$ cat src/sv/bilp_pkg.sv
`default_nettype none
// ----------------------------------------------------------------------------
// bilp_pkg
// Shared types and constants for the integer literal parser.
// ----------------------------------------------------------------------------
package bilp_pkg;

    // Character codes
    localparam logic [7:0] CHAR_NUL   = 8'h00;
    localparam logic [7:0] CHAR_SPACE = 8'h20;
    localparam logic [7:0] CHAR_AMP   = 8'h26;
    localparam logic [7:0] CHAR_PLUS  = 8'h2B;
    localparam logic [7:0] CHAR_MINUS = 8'h2D;
    localparam logic [7:0] CHAR_ZERO  = 8'h30;
    localparam logic [7:0] CHAR_SEVEN = 8'h37;
    localparam logic [7:0] CHAR_NINE  = 8'h39;
    localparam logic [7:0] CHAR_UA    = 8'h41;
    localparam logic [7:0] CHAR_UF    = 8'h46;
    localparam logic [7:0] CHAR_UH    = 8'h48;
    localparam logic [7:0] CHAR_UO    = 8'h4F;
    localparam logic [7:0] CHAR_LA    = 8'h61;
    localparam logic [7:0] CHAR_LZ    = 8'h7A;
    localparam logic [7:0] CASE_DIFF  = 8'd32;

    // Character classes
    typedef logic [2:0] char_class_t;
    localparam char_class_t CLS_OTHER = 3'd0;
    localparam char_class_t CLS_BLANK = 3'd1;
    localparam char_class_t CLS_AMP   = 3'd2;
    localparam char_class_t CLS_PLUS  = 3'd3;
    localparam char_class_t CLS_MINUS = 3'd4;
    localparam char_class_t CLS_LET_H = 3'd5;
    localparam char_class_t CLS_LET_O = 3'd6;
    localparam char_class_t CLS_DIGIT = 3'd7;  // 0-9 or A-F

    typedef struct packed {
        logic        first;
        char_class_t cls;
        logic        is_dec;
        logic        is_oct;
        logic [3:0]  dig_val;
    } char_item_t;

    localparam int QUEUE_DEPTH = 2;
    localparam int QUEUE_PTR_W = 1;
    localparam int QUEUE_CNT_W = 2;

    localparam int VALUE_W     = 32;
    localparam int SHORT_W     = 16;

endpackage : bilp_pkg
`default_nettype wire

$ cat src/sv/bilp_front.sv
`default_nettype none
// ----------------------------------------------------------------------------
// bilp_front
// Folds case and classifies each incoming byte for the parse engine.
// ----------------------------------------------------------------------------
module bilp_front
    import bilp_pkg::*;
(
    input  wire logic [7:0] char_code,
    input  wire logic       first_char,
    output char_item_t      item
);

    logic [7:0] c;

    always_comb begin
        c = char_code;
        if (char_code >= CHAR_LA && char_code <= CHAR_LZ) begin
            c = char_code - CASE_DIFF;
        end

        item.first   = first_char;
        item.is_dec  = (c >= CHAR_ZERO) && (c <= CHAR_NINE);
        item.is_oct  = (c >= CHAR_ZERO) && (c <= CHAR_SEVEN);
        item.dig_val = 4'd0;
        item.cls     = CLS_OTHER;

        if (c != CHAR_NUL && c <= CHAR_SPACE) begin
            item.cls = CLS_BLANK;
        end else if (c == CHAR_AMP) begin
            item.cls = CLS_AMP;
        end else if (c == CHAR_PLUS) begin
            item.cls = CLS_PLUS;
        end else if (c == CHAR_MINUS) begin
            item.cls = CLS_MINUS;
        end else if (c == CHAR_UH) begin
            item.cls = CLS_LET_H;
        end else if (c == CHAR_UO) begin
            item.cls = CLS_LET_O;
        end else if (item.is_dec) begin
            item.cls     = CLS_DIGIT;
            item.dig_val = 4'(c - CHAR_ZERO);
        end else if (c >= CHAR_UA && c <= CHAR_UF) begin
            item.cls     = CLS_DIGIT;
            item.dig_val = 4'(c - CHAR_UA + 8'd10);
        end
    end

endmodule : bilp_front
`default_nettype wire

$ cat src/sv/bilp_queue.sv
`default_nettype none
// ----------------------------------------------------------------------------
// bilp_queue
// Two-entry queue of classified bytes between front and parse engine.
// ----------------------------------------------------------------------------
module bilp_queue
    import bilp_pkg::*;
(
    input  wire logic  aclk,
    input  wire logic  aresetn,
    input  wire logic  push,
    input  char_item_t push_item,
    output logic       not_full,
    input  wire logic  pop,
    output char_item_t pop_item,
    output logic       not_empty
);

    char_item_t                 mem [QUEUE_DEPTH];
    logic [QUEUE_PTR_W-1:0]     wr_ptr_reg, wr_ptr_next;
    logic [QUEUE_PTR_W-1:0]     rd_ptr_reg, rd_ptr_next;
    logic [QUEUE_CNT_W-1:0]     count_reg, count_next;
    logic                       do_push, do_pop;

    assign not_full  = count_reg != QUEUE_CNT_W'(QUEUE_DEPTH);
    assign not_empty = count_reg != '0;
    assign do_push   = push && not_full;
    assign do_pop    = pop && not_empty;
    assign pop_item  = mem[rd_ptr_reg];

    always_comb begin
        wr_ptr_next = do_push ? wr_ptr_reg + 1'b1 : wr_ptr_reg;
        rd_ptr_next = do_pop  ? rd_ptr_reg + 1'b1 : rd_ptr_reg;
        count_next  = count_reg;
        if (do_push && !do_pop) begin
            count_next = count_reg + 1'b1;
        end else if (do_pop && !do_push) begin
            count_next = count_reg - 1'b1;
        end
    end

    always_ff @(posedge aclk) begin
        if (do_push) begin
            mem[wr_ptr_reg] <= push_item;
        end
    end

    always_ff @(posedge aclk) begin
        if (!aresetn) begin
            wr_ptr_reg <= '0;
            rd_ptr_reg <= '0;
            count_reg  <= '0;
        end else begin
            wr_ptr_reg <= wr_ptr_next;
            rd_ptr_reg <= rd_ptr_next;
            count_reg  <= count_next;
        end
    end

endmodule : bilp_queue
`default_nettype wire

$ cat src/sv/bilp_back.sv
`default_nettype none
// ----------------------------------------------------------------------------
// bilp_back
// Parse engine: prefix, sign and digit state machine with output register.
// ----------------------------------------------------------------------------
module bilp_back
    import bilp_pkg::*;
(
    input  wire logic         aclk,
    input  wire logic         aresetn,
    input  wire logic         item_valid,
    input  char_item_t        item,
    output logic              item_pop,
    output logic              m_axis_tvalid,
    input  wire logic         m_axis_tready,
    output logic [47:0]       m_axis_tdata
);

    localparam logic [2:0] PH_DONE   = 3'd0;
    localparam logic [2:0] PH_BLANK  = 3'd1;
    localparam logic [2:0] PH_AMP    = 3'd2;
    localparam logic [2:0] PH_SIGN   = 3'd3;
    localparam logic [2:0] PH_DIGITS = 3'd4;

    localparam logic [1:0] RADIX_DEC = 2'd0;
    localparam logic [1:0] RADIX_OCT = 2'd1;
    localparam logic [1:0] RADIX_HEX = 2'd2;

    logic [2:0]         phase_reg, phase_next;
    logic [1:0]         radix_reg, radix_next;
    logic               neg_reg, neg_next;
    logic [VALUE_W-1:0] acc_reg, acc_next;
    logic               out_valid_reg, out_valid_next;
    logic [VALUE_W-1:0] out_value_reg;

    logic [2:0]         phase;
    logic [1:0]         radix;
    logic               neg;
    logic [VALUE_W-1:0] acc, acc_mac, emit_val;
    logic               is_digit, do_sign, do_digit, emit;

    assign item_pop = item_valid && (!out_valid_reg || m_axis_tready);

    always_comb begin
        // a start flag restarts the parse on this very byte
        phase = item.first ? PH_BLANK  : phase_reg;
        radix = item.first ? RADIX_DEC : radix_reg;
        neg   = item.first ? 1'b0      : neg_reg;
        acc   = item.first ? '0        : acc_reg;

        case (radix)
            RADIX_HEX: begin
                is_digit = item.cls == CLS_DIGIT;
                acc_mac  = (acc << 4) + VALUE_W'(item.dig_val);
            end
            RADIX_OCT: begin
                is_digit = item.is_oct;
                acc_mac  = (acc << 3) + VALUE_W'(item.dig_val);
            end
            default: begin
                is_digit = item.is_dec;
                acc_mac  = (acc << 3) + (acc << 1) + VALUE_W'(item.dig_val);
            end
        endcase

        phase_next = phase;
        radix_next = radix;
        neg_next   = neg;
        acc_next   = acc;
        do_sign    = 1'b0;
        do_digit   = 1'b0;
        emit       = 1'b0;
        emit_val   = '0;

        unique case (phase)
            PH_BLANK: begin
                if (item.cls == CLS_AMP) begin
                    phase_next = PH_AMP;
                end else if (item.cls != CLS_BLANK) begin
                    do_sign = 1'b1;
                end
            end
            PH_AMP: begin
                if (item.cls == CLS_LET_H) begin
                    radix_next = RADIX_HEX;
                    phase_next = PH_SIGN;
                end else if (item.cls == CLS_LET_O) begin
                    radix_next = RADIX_OCT;
                    phase_next = PH_SIGN;
                end else begin
                    emit       = 1'b1;
                    phase_next = PH_DONE;
                end
            end
            PH_SIGN:   do_sign  = 1'b1;
            PH_DIGITS: do_digit = 1'b1;
            default: begin
            end
        endcase

        if (do_sign) begin
            if (item.cls == CLS_MINUS) begin
                neg_next   = 1'b1;
                phase_next = PH_DIGITS;
            end else if (item.cls == CLS_PLUS) begin
                phase_next = PH_DIGITS;
            end else begin
                do_digit = 1'b1;
            end
        end

        if (do_digit) begin
            if (is_digit) begin
                acc_next   = acc_mac;
                phase_next = PH_DIGITS;
            end else begin
                emit       = 1'b1;
                emit_val   = neg ? (VALUE_W'(0) - acc) : acc;
                phase_next = PH_DONE;
            end
        end

        out_valid_next = out_valid_reg;
        if (item_pop && emit) begin
            out_valid_next = 1'b1;
        end else if (m_axis_tready) begin
            out_valid_next = 1'b0;
        end
    end

    always_ff @(posedge aclk) begin
        if (!aresetn) begin
            phase_reg     <= PH_DONE;
            radix_reg     <= RADIX_DEC;
            neg_reg       <= 1'b0;
            acc_reg       <= '0;
            out_valid_reg <= 1'b0;
        end else begin
            out_valid_reg <= out_valid_next;
            if (item_pop) begin
                phase_reg <= phase_next;
                radix_reg <= radix_next;
                neg_reg   <= neg_next;
                acc_reg   <= acc_next;
            end
        end
    end

    always_ff @(posedge aclk) begin
        if (item_pop && emit) begin
            out_value_reg <= emit_val;
        end
    end

    assign m_axis_tvalid = out_valid_reg;
    assign m_axis_tdata  = {out_value_reg[SHORT_W-1:0], out_value_reg};

endmodule : bilp_back
`default_nettype wire

$ cat src/sv/basic_integer_literal_parser_core.sv
`default_nettype none
// ----------------------------------------------------------------------------
// basic_integer_literal_parser_core
// Streams a NUL-terminated string and returns its integer value.
// ----------------------------------------------------------------------------
// Input: one byte per transfer on s_axis; tuser marks the first byte of a
// string and restarts the parse (an unfinished number is dropped).
// Leading blanks, an optional &H / &O prefix and a sign are taken, then
// digits; the first non-digit ends the number and gives one transfer on
// m_axis with the wrapped 32-bit value and its low 16 bits. Bytes after
// that are ignored until the next first-byte flag.
// Throughput: one byte per cycle while m_axis is not stalled. With the
// output free, the terminating byte, once accepted, goes through the
// two-entry queue into the engine and the one-result register to m_axis.
// Reset (aresetn low, synchronous) empties the queue and the output
// register and leaves the parser idle, waiting for a first byte.
// When m_axis stalls with a result pending, the engine holds and the byte
// queue fills; s_axis_tready drops once both queue entries are taken.
// ----------------------------------------------------------------------------
module basic_integer_literal_parser_core
    import bilp_pkg::*;
(
    input  wire logic        aclk,
    input  wire logic        aresetn,
    input  wire logic        s_axis_tvalid,
    output logic             s_axis_tready,
    input  wire logic [7:0]  s_axis_tdata,   // [7:0] char_code
    input  wire logic [0:0]  s_axis_tuser,   // [0] first_char
    output logic             m_axis_tvalid,
    input  wire logic        m_axis_tready,
    output logic [47:0]      m_axis_tdata    // [31:0] value_32, [47:32] value_16
);

    char_item_t front_item, queue_item;
    logic       queue_not_full, queue_not_empty, queue_pop;

    bilp_front u_front (
        .char_code  (s_axis_tdata),
        .first_char (s_axis_tuser[0]),
        .item       (front_item)
    );

    assign s_axis_tready = queue_not_full;

    bilp_queue u_queue (
        .aclk      (aclk),
        .aresetn   (aresetn),
        .push      (s_axis_tvalid),
        .push_item (front_item),
        .not_full  (queue_not_full),
        .pop       (queue_pop),
        .pop_item  (queue_item),
        .not_empty (queue_not_empty)
    );

    bilp_back u_back (
        .aclk          (aclk),
        .aresetn       (aresetn),
        .item_valid    (queue_not_empty),
        .item          (queue_item),
        .item_pop      (queue_pop),
        .m_axis_tvalid (m_axis_tvalid),
        .m_axis_tready (m_axis_tready),
        .m_axis_tdata  (m_axis_tdata)
    );

endmodule : basic_integer_literal_parser_core
`default_nettype wire
$ cat config.mk
export PLATFORM = sky130hd
export DESIGN_NAME = basic_integer_literal_parser_core
export DESIGN_NICKNAME = d
export VERILOG_FILES = /design/src/sv/bilp_pkg.sv /design/src/sv/bilp_front.sv /design/src/sv/bilp_queue.sv /design/src/sv/bilp_back.sv /design/src/sv/basic_integer_literal_parser_core.sv
export SDC_FILE = /design/constraint.sdc
export NUM_CORES = 1
export LEC_CHECK = 0
export ABC_AREA = 1
export ABC_CLOCK_PERIOD_IN_PS = 3500
export BUFFER_PORTS_ARGS = -buffer_cell sky130_fd_sc_hd__buf_2
export CORE_MARGIN = 2
export CORE_UTILIZATION = 55
export DETAILED_ROUTE_END_ITERATION = 16
export GPL_ROUTABILITY_DRIVEN = 0
export MAX_ROUTING_LAYER = met4
export PLACE_DENSITY_LB_ADDON = 0.3
export SLEW_MARGIN = 10
export SYNTH_ARGS = -nofsm -noshare
export SYNTH_HDL_FRONTEND = slang
export SYNTH_SLANG_ARGS = --single-unit
$ cat constraint.sdc
create_clock -name aclk -period 3.5 [get_ports aclk]
set_input_delay 0.175 -clock aclk [delete_from_list [all_inputs] [get_ports aclk]]
set_output_delay 0.175 -clock aclk [all_outputs]
set_load 0.005 [all_outputs]
### After elaboration in Yosys (flattened, before gate mapping)

Memory sizes are Yosys's and may differ from the RTL's. A register that Yosys moved wholly into a read port is not among the register bits.
Index checks and enable logic that the tools add are counted.

| storage, ports and cells | value |
|---|---|
| bits in registers | 75 |
| RAM bits | 20 |
| bits of input ports | 13 |
| output and inout port bits | 50 |
| logic and storage cells | 131 |
| memories | 1 |

| operators by class | value |
|---|---|
| add/subtract/negate cells | 13 |
| order comparisons | 8 |
| equal/unequal tests | 19 |
| mux-type cells | 60 |
| bitwise operators | 1 |
| reduce and logical (&&, ||, !) cells | 20 |

Memories:

| memory | depth | bits a word | rd ports | clocked after Yosys merged registers in | write ports | RTL line | text |
|---|---|---|---|---|---|---|---|
| u_queue.mem | 2 | 10 | 1 | 1 | 1 | bilp_queue.sv:19 | `char_item_t mem [QUEUE_DEPTH];` |

Operators with widths:

| operator | count |
|---|---|
| $mux W32 | 4 |
| $add A32 B4 Y32 | 3 |
| $pmux W32 S2 | 1 |
| $mux W3 | 16 |
| $add A32 B32 Y32 | 1 |
| $mux W4 | 8 |
| $sub A1 B32 Y32 const A | 1 |
| $eq A8 B6 Y1 const B | 3 |
| $le A8 B6 Y1 const B | 3 |
| $mux W1 | 20 |
| $eq A8 B7 Y1 const B | 2 |
| $ge A8 B7 Y1 const B | 2 |
| $le A8 B7 Y1 const B | 2 |
| $eq A3 B3 Y1 const B | 5 |
| $mux W2 | 7 |
| $eq A3 B2 Y1 const B | 4 |
| $logic_and A1 B1 Y1 | 11 |
| $ge A8 B6 Y1 const B | 1 |
| $mux W8 | 1 |
| $reduce_bool A8 Y1 | 1 |
| $sub A4 B1 Y4 const B | 2 |
| $sub A8 B6 Y8 const B | 1 |
| $pmux W3 S2 | 1 |
| $reduce_bool A2 Y1 | 3 |
| other kinds (14) | 18 |

### Longest topological paths before layout

| logic depth | value |
|---|---|
| depth in word-level cells | 13 |
| gate-level depth with buffers | 23 |
| depth with buffers taken out | 23 |

### By module

Synthesis repeated with hierarchy kept, for this count alone.

| second synthesis, totals | value |
|---|---|
| cells, all modules | 1517 |
| area, all modules | 9671.8 um^2 |

By module, submodules not included:

| module | times used | cells an instance | area an instance (um^2) | sequential area each (um^2) |
|---|---|---|---|---|
| bilp_back | 1 | 1346 | 8141.6 | 1741.7 |
| bilp_queue | 1 | 68 | 975.9 | 700.7 |
| bilp_front | 1 | 103 | 554.3 | 0.0 |

### Least setup slack after synthesis

No wires, ideal clock.

| path | value |
|---|---|
| path type | reg2reg |
| start | register with a tool-made name |
| end | register u_back.out_value_reg[0], enable pin |
| setup time | 0.387 ns |
| data arrival time | 2.901 ns |
| required time | 3.113 ns |
| path slack | 0.212 ns |
| stages on the path, launching flop included | 15 |
| period minus slack after synthesis | 3.288 ns |
| path through | dfxtp_1 inv_2 nand2_4 nand2_2 buf_6 buf_6 nor2_1 ha_1 clkbuf_1 nand3_1 nand2_1 nand2_2 inv_1 o21ai_0 inv_1 |

RTL lines:

| element | RTL line | text |
|---|---|---|
| end signal: assignment | bilp_back.sv:151 | `out_value_reg <= emit_val;` |
| end: declaration | bilp_back.sv:34 | `logic [VALUE_W-1:0] out_value_reg;` |

==> run_results.csv <==
group,metric,value,unit
setup_path,cpPeakStageDelay,390,ps
setup_path,cp_top_family,"simple AND/OR/NAND/NOR gates",
cts,clk_latency,350,ps
floorplan,io_pins,63,
synthesis,synthSimpleGateAreaFrac,35.6,%
synthesis,synth_edf_count,52,
pwr,power_frac_comb,59.5,%
sta,min_period,3250,ps
sta,drv_slew,0,
place,port_buffers,62,
drt,wire_per_inst,16.0,microns
synthesis,muxShareOfSynthArea,0,%
pwr,power_density,660,mW/mm^2
synthesis,synth_compound_area_share,16.2,%
pwr,clkPwrFrac,14.6,%
sta,fmax,307,MHz
layout,drive_above_1_share,12.7,%
sta,clock-skew-final,10.8,ps
pwr,p_leak,4.70,nW
cts,cts.sinks,96,
setup_path,critPathRequiredTime,3780,ps
sta,hold_violations,0,
layout,finalInstanceArea,0.0102,sq mm
pwr,ir_worst_vdd,0.397,mV
drt,vias,10000,
pwr,internal_power,3.32,mW
job,cap_viol_max_count,0,
floorplan,fp.dieW,133,microns
synthesis,synth_top_family_by_area,"simple AND/OR/NAND/NOR gates",
cts,clk_path_buf_depth,2,
setup_path,cp_num_cells,19,
drt,drt_iter0_drc,1310,
sta,setup_tns,0,ps
setup_path,critical_path_class,"flop to flop",
global_routing,grt_remaining_overflow,0,
setup_path,crit_path_top_delay_cell,"ha_1",
setup_path,cp-start-kind,"flop",
synthesis,ys_types,53,
sta,final-setup-viol-count,0,
pwr,seqPwrFrac,25.9,%
layout,area_delta_synth_final,11.0,%
floorplan,rows,47,
setup_path,reg2reg_depth,19,
cts,clkSlewWorstSetupHoldPaths,70,ps
run_status,status,"complete, no violations",
layout,multi_input_area,0.00584,sq mm
floorplan,core,0.0165,sq mm
drt,drc,0,
floorplan,die_h,133,microns
drt,routed_wl,27.5,mm
sta,post-route-period-util,92.9,%
global_routing,antenna_found_initial,0,
setup_path,end_kind,"flop",
setup_path,cp_common_cell,"nand2_1",
setup_path,critPathBufInv,5,
synthesis,ys.flop_type,"edfxtp_1",
layout,nFillCells,1555,
synthesis,synth_fp_nets,1508,
cts,cts_tree,"built",
layout,diodes,0,
sta,worst_pin_slew,865,ps
global_routing,grt_max_degree,43,
pwr,p_switching,3.42,mW
synthesis,synthArstFlopShare,0,%
drt,via_per_inst,5.84,
cts,htree_levels,3,
layout,nets,1579,
drt,first_pass_iters,6,
worst_hold_path,min_path_type,"input port to flop",
synthesis,synth_xor_area_share,1.24,%
floorplan,initial_utilization,55.9,%
synthesis,seq_area_frac_synth,26.5,%
pwr,finalPower,6.74,mW
synthesis,synth.avg_cell_area,6.48,sq um
synthesis,synth_fa_ha_area_share,10.1,%
global_routing,grt_pass1_vias,8816,
pwr,p_sw_share,50.7,%
layout,regArea,0.00244,sq mm
setup_path,cp_max_fo,14,
cts,cts_made_buffers,9,
drt,ant_nets,0,
floorplan,dieArea,0.0178,sq mm
global_routing,grt_usage,31.4,%
synthesis,synth_area,0.00921,sq mm
sta,slew_headroom,42.1,%
cts,cts-root-buf,"clkbuf_16",
place,dp_hpwl,21.5,mm
setup_path,critPathArrivalTime,3540,ps
synthesis,synth_cells,1422,
synthesis,synth_warnings,0,
sta,rsz0062_at_grt,"true",
global_routing,grt_pass1_wl,43.8,mm
synthesis,ys_ff_latch,96,
setup_path,path_cells,"inv_2, nand2_4, buf_4, buf_4, nand3_1, clkinv_1, ha_1, ha_1, nand2_1, nor2_1, nand2_1, inv_1, nand2_1, nand2_1, a21oi_1, or2_2, nand3_1, nand3_1, a21oi_1",
place,dpl-instance-area,0.00991,sq mm
worst_hold_path,min_path_cells,1,
cell families after synthesis:
logic type,count (synthesis)
compound gates,273
xor+xnor,13
flops,96
buf+inv,227
fa+ha+maj,73
simple gates,740
worst paths after layout:
path / to / startpoint / slack [ps]
hold reg to reg: u_queue.rd_ptr_reg / u_queue.rd_ptr_reg / 450
setup / recovery: u_back.acc_reg[19] / flop / 250
setup reg to reg: u_back.acc_reg[19] / flop / 250
hold / removal: u_queue.mem[1][9] / s_axis_tuser / 10
power by group through the flow:
| stage | Sequential, mW | Clock, mW | Combinational [mW] |
|---|---|---|---|
| final | 1.75 | 0.984 | 4.01 |
| after global routing | 1.77 | 1.02 | 4.41 |
| after CTS | 1.73 | 0.978 | 3.90 |
| after detailed placement | 1.76 | 0 | 3.89 |
| after global placement | 1.75 | 0 | 3.84 |
| after floorplan | 1.73 | 0 | 2.76 |
metal layers:
metal	vias up	wire length, microns	part of all wire, %	global-route usage, %
li1	4927	-	-	-
met1	4422	11700	43	43.4
met2	622	11700	43	47.3
met3	70	3180	12	4.60
met4	0	864	3.1	10.8
met5	-	0	0	-
cell usage after synthesis, drive strengths merged (3+ instances only):
| master | instances | area share [%] |
|---|---|---|
| nand2 | 363 | 15 |
| inv | 168 | 6.8 |
| nor2 | 164 | 7.8 |
| a21oi | 140 | 7.7 |
| nand3 | 134 | 7.4 |
| o21ai | 93 | 5.1 |
| ha | 71 | 9.6 |
| edfxtp | 52 | 17 |
| dfxtp | 44 | 9.6 |
| nand4 | 40 | 2.8 |
| buf | 32 | 2.4 |
| nor3 | 25 | 1.6 |
| clkbuf | 21 | 0.86 |
| o211ai | 16 | 1.3 |
| xor2 | 9 | 0.86 |
| clkinv | 6 | 0.24 |
| or2 | 5 | 0.34 |
| a311oi | 4 | 0.38 |
| nand3b | 4 | 0.33 |
| xnor2 | 4 | 0.38 |
| a211oi | 3 | 0.24 |
| o22ai | 3 | 0.20 |
cell usage in the layout (no fill, tap or decap), types with 16 or more instances in the layout:
cell type	Yosys	routed
buf_4	18	49
nand4_1	39	39
o21ai_0	79	77
nor2_2	17	18
nand3_1	131	131
nor2_1	141	140
dfxtp_1	44	44
nand2_1	359	359
nor3_1	21	20
inv_1	154	153
ha_1	71	71
edfxtp_1	52	52
o211ai_1	16	16
buf_2	8	62
a21oi_1	139	136
stage by stage:
| stage | utilization [%] | instances | hold WS [ps] | setup slack [ps] |
|---|---|---|---|---|
| 6_report | 62.0 | 1718 | 12.9 | 247 |
| 2_1_floorplan | - | 1422 | 274 | 212 |
| 5_1_grt | 62.0 | 1718 | 20.5 | -10.4 |
| 4_1_cts | 61.9 | 1718 | 11.7 | 154 |
| 3_5_place_dp | 60.2 | 1702 | 373 | 167 |
| 3_3_place_gp | 60.2 | 1702 | 372 | 209 |
layout make-up:
class / instances / area share (%)
clock buffer: 9 / 2.20
tap: 220 / 2.69
clock inverter: 7 / 0.637
timing repair buffer: 113 / 7.03
inverter: 174 / 6.39
multi-input combinational: 1099 / 57.1
sequential: 96 / 23.9
timing repair:
action                                  4_1_cts  5_1_grt
setup buffers                                 0        0
endpoints found under the setup margin        0       12
hold buffers                                  0        0
resized for setup                             0        7
(Power assumes the default switching activity.)
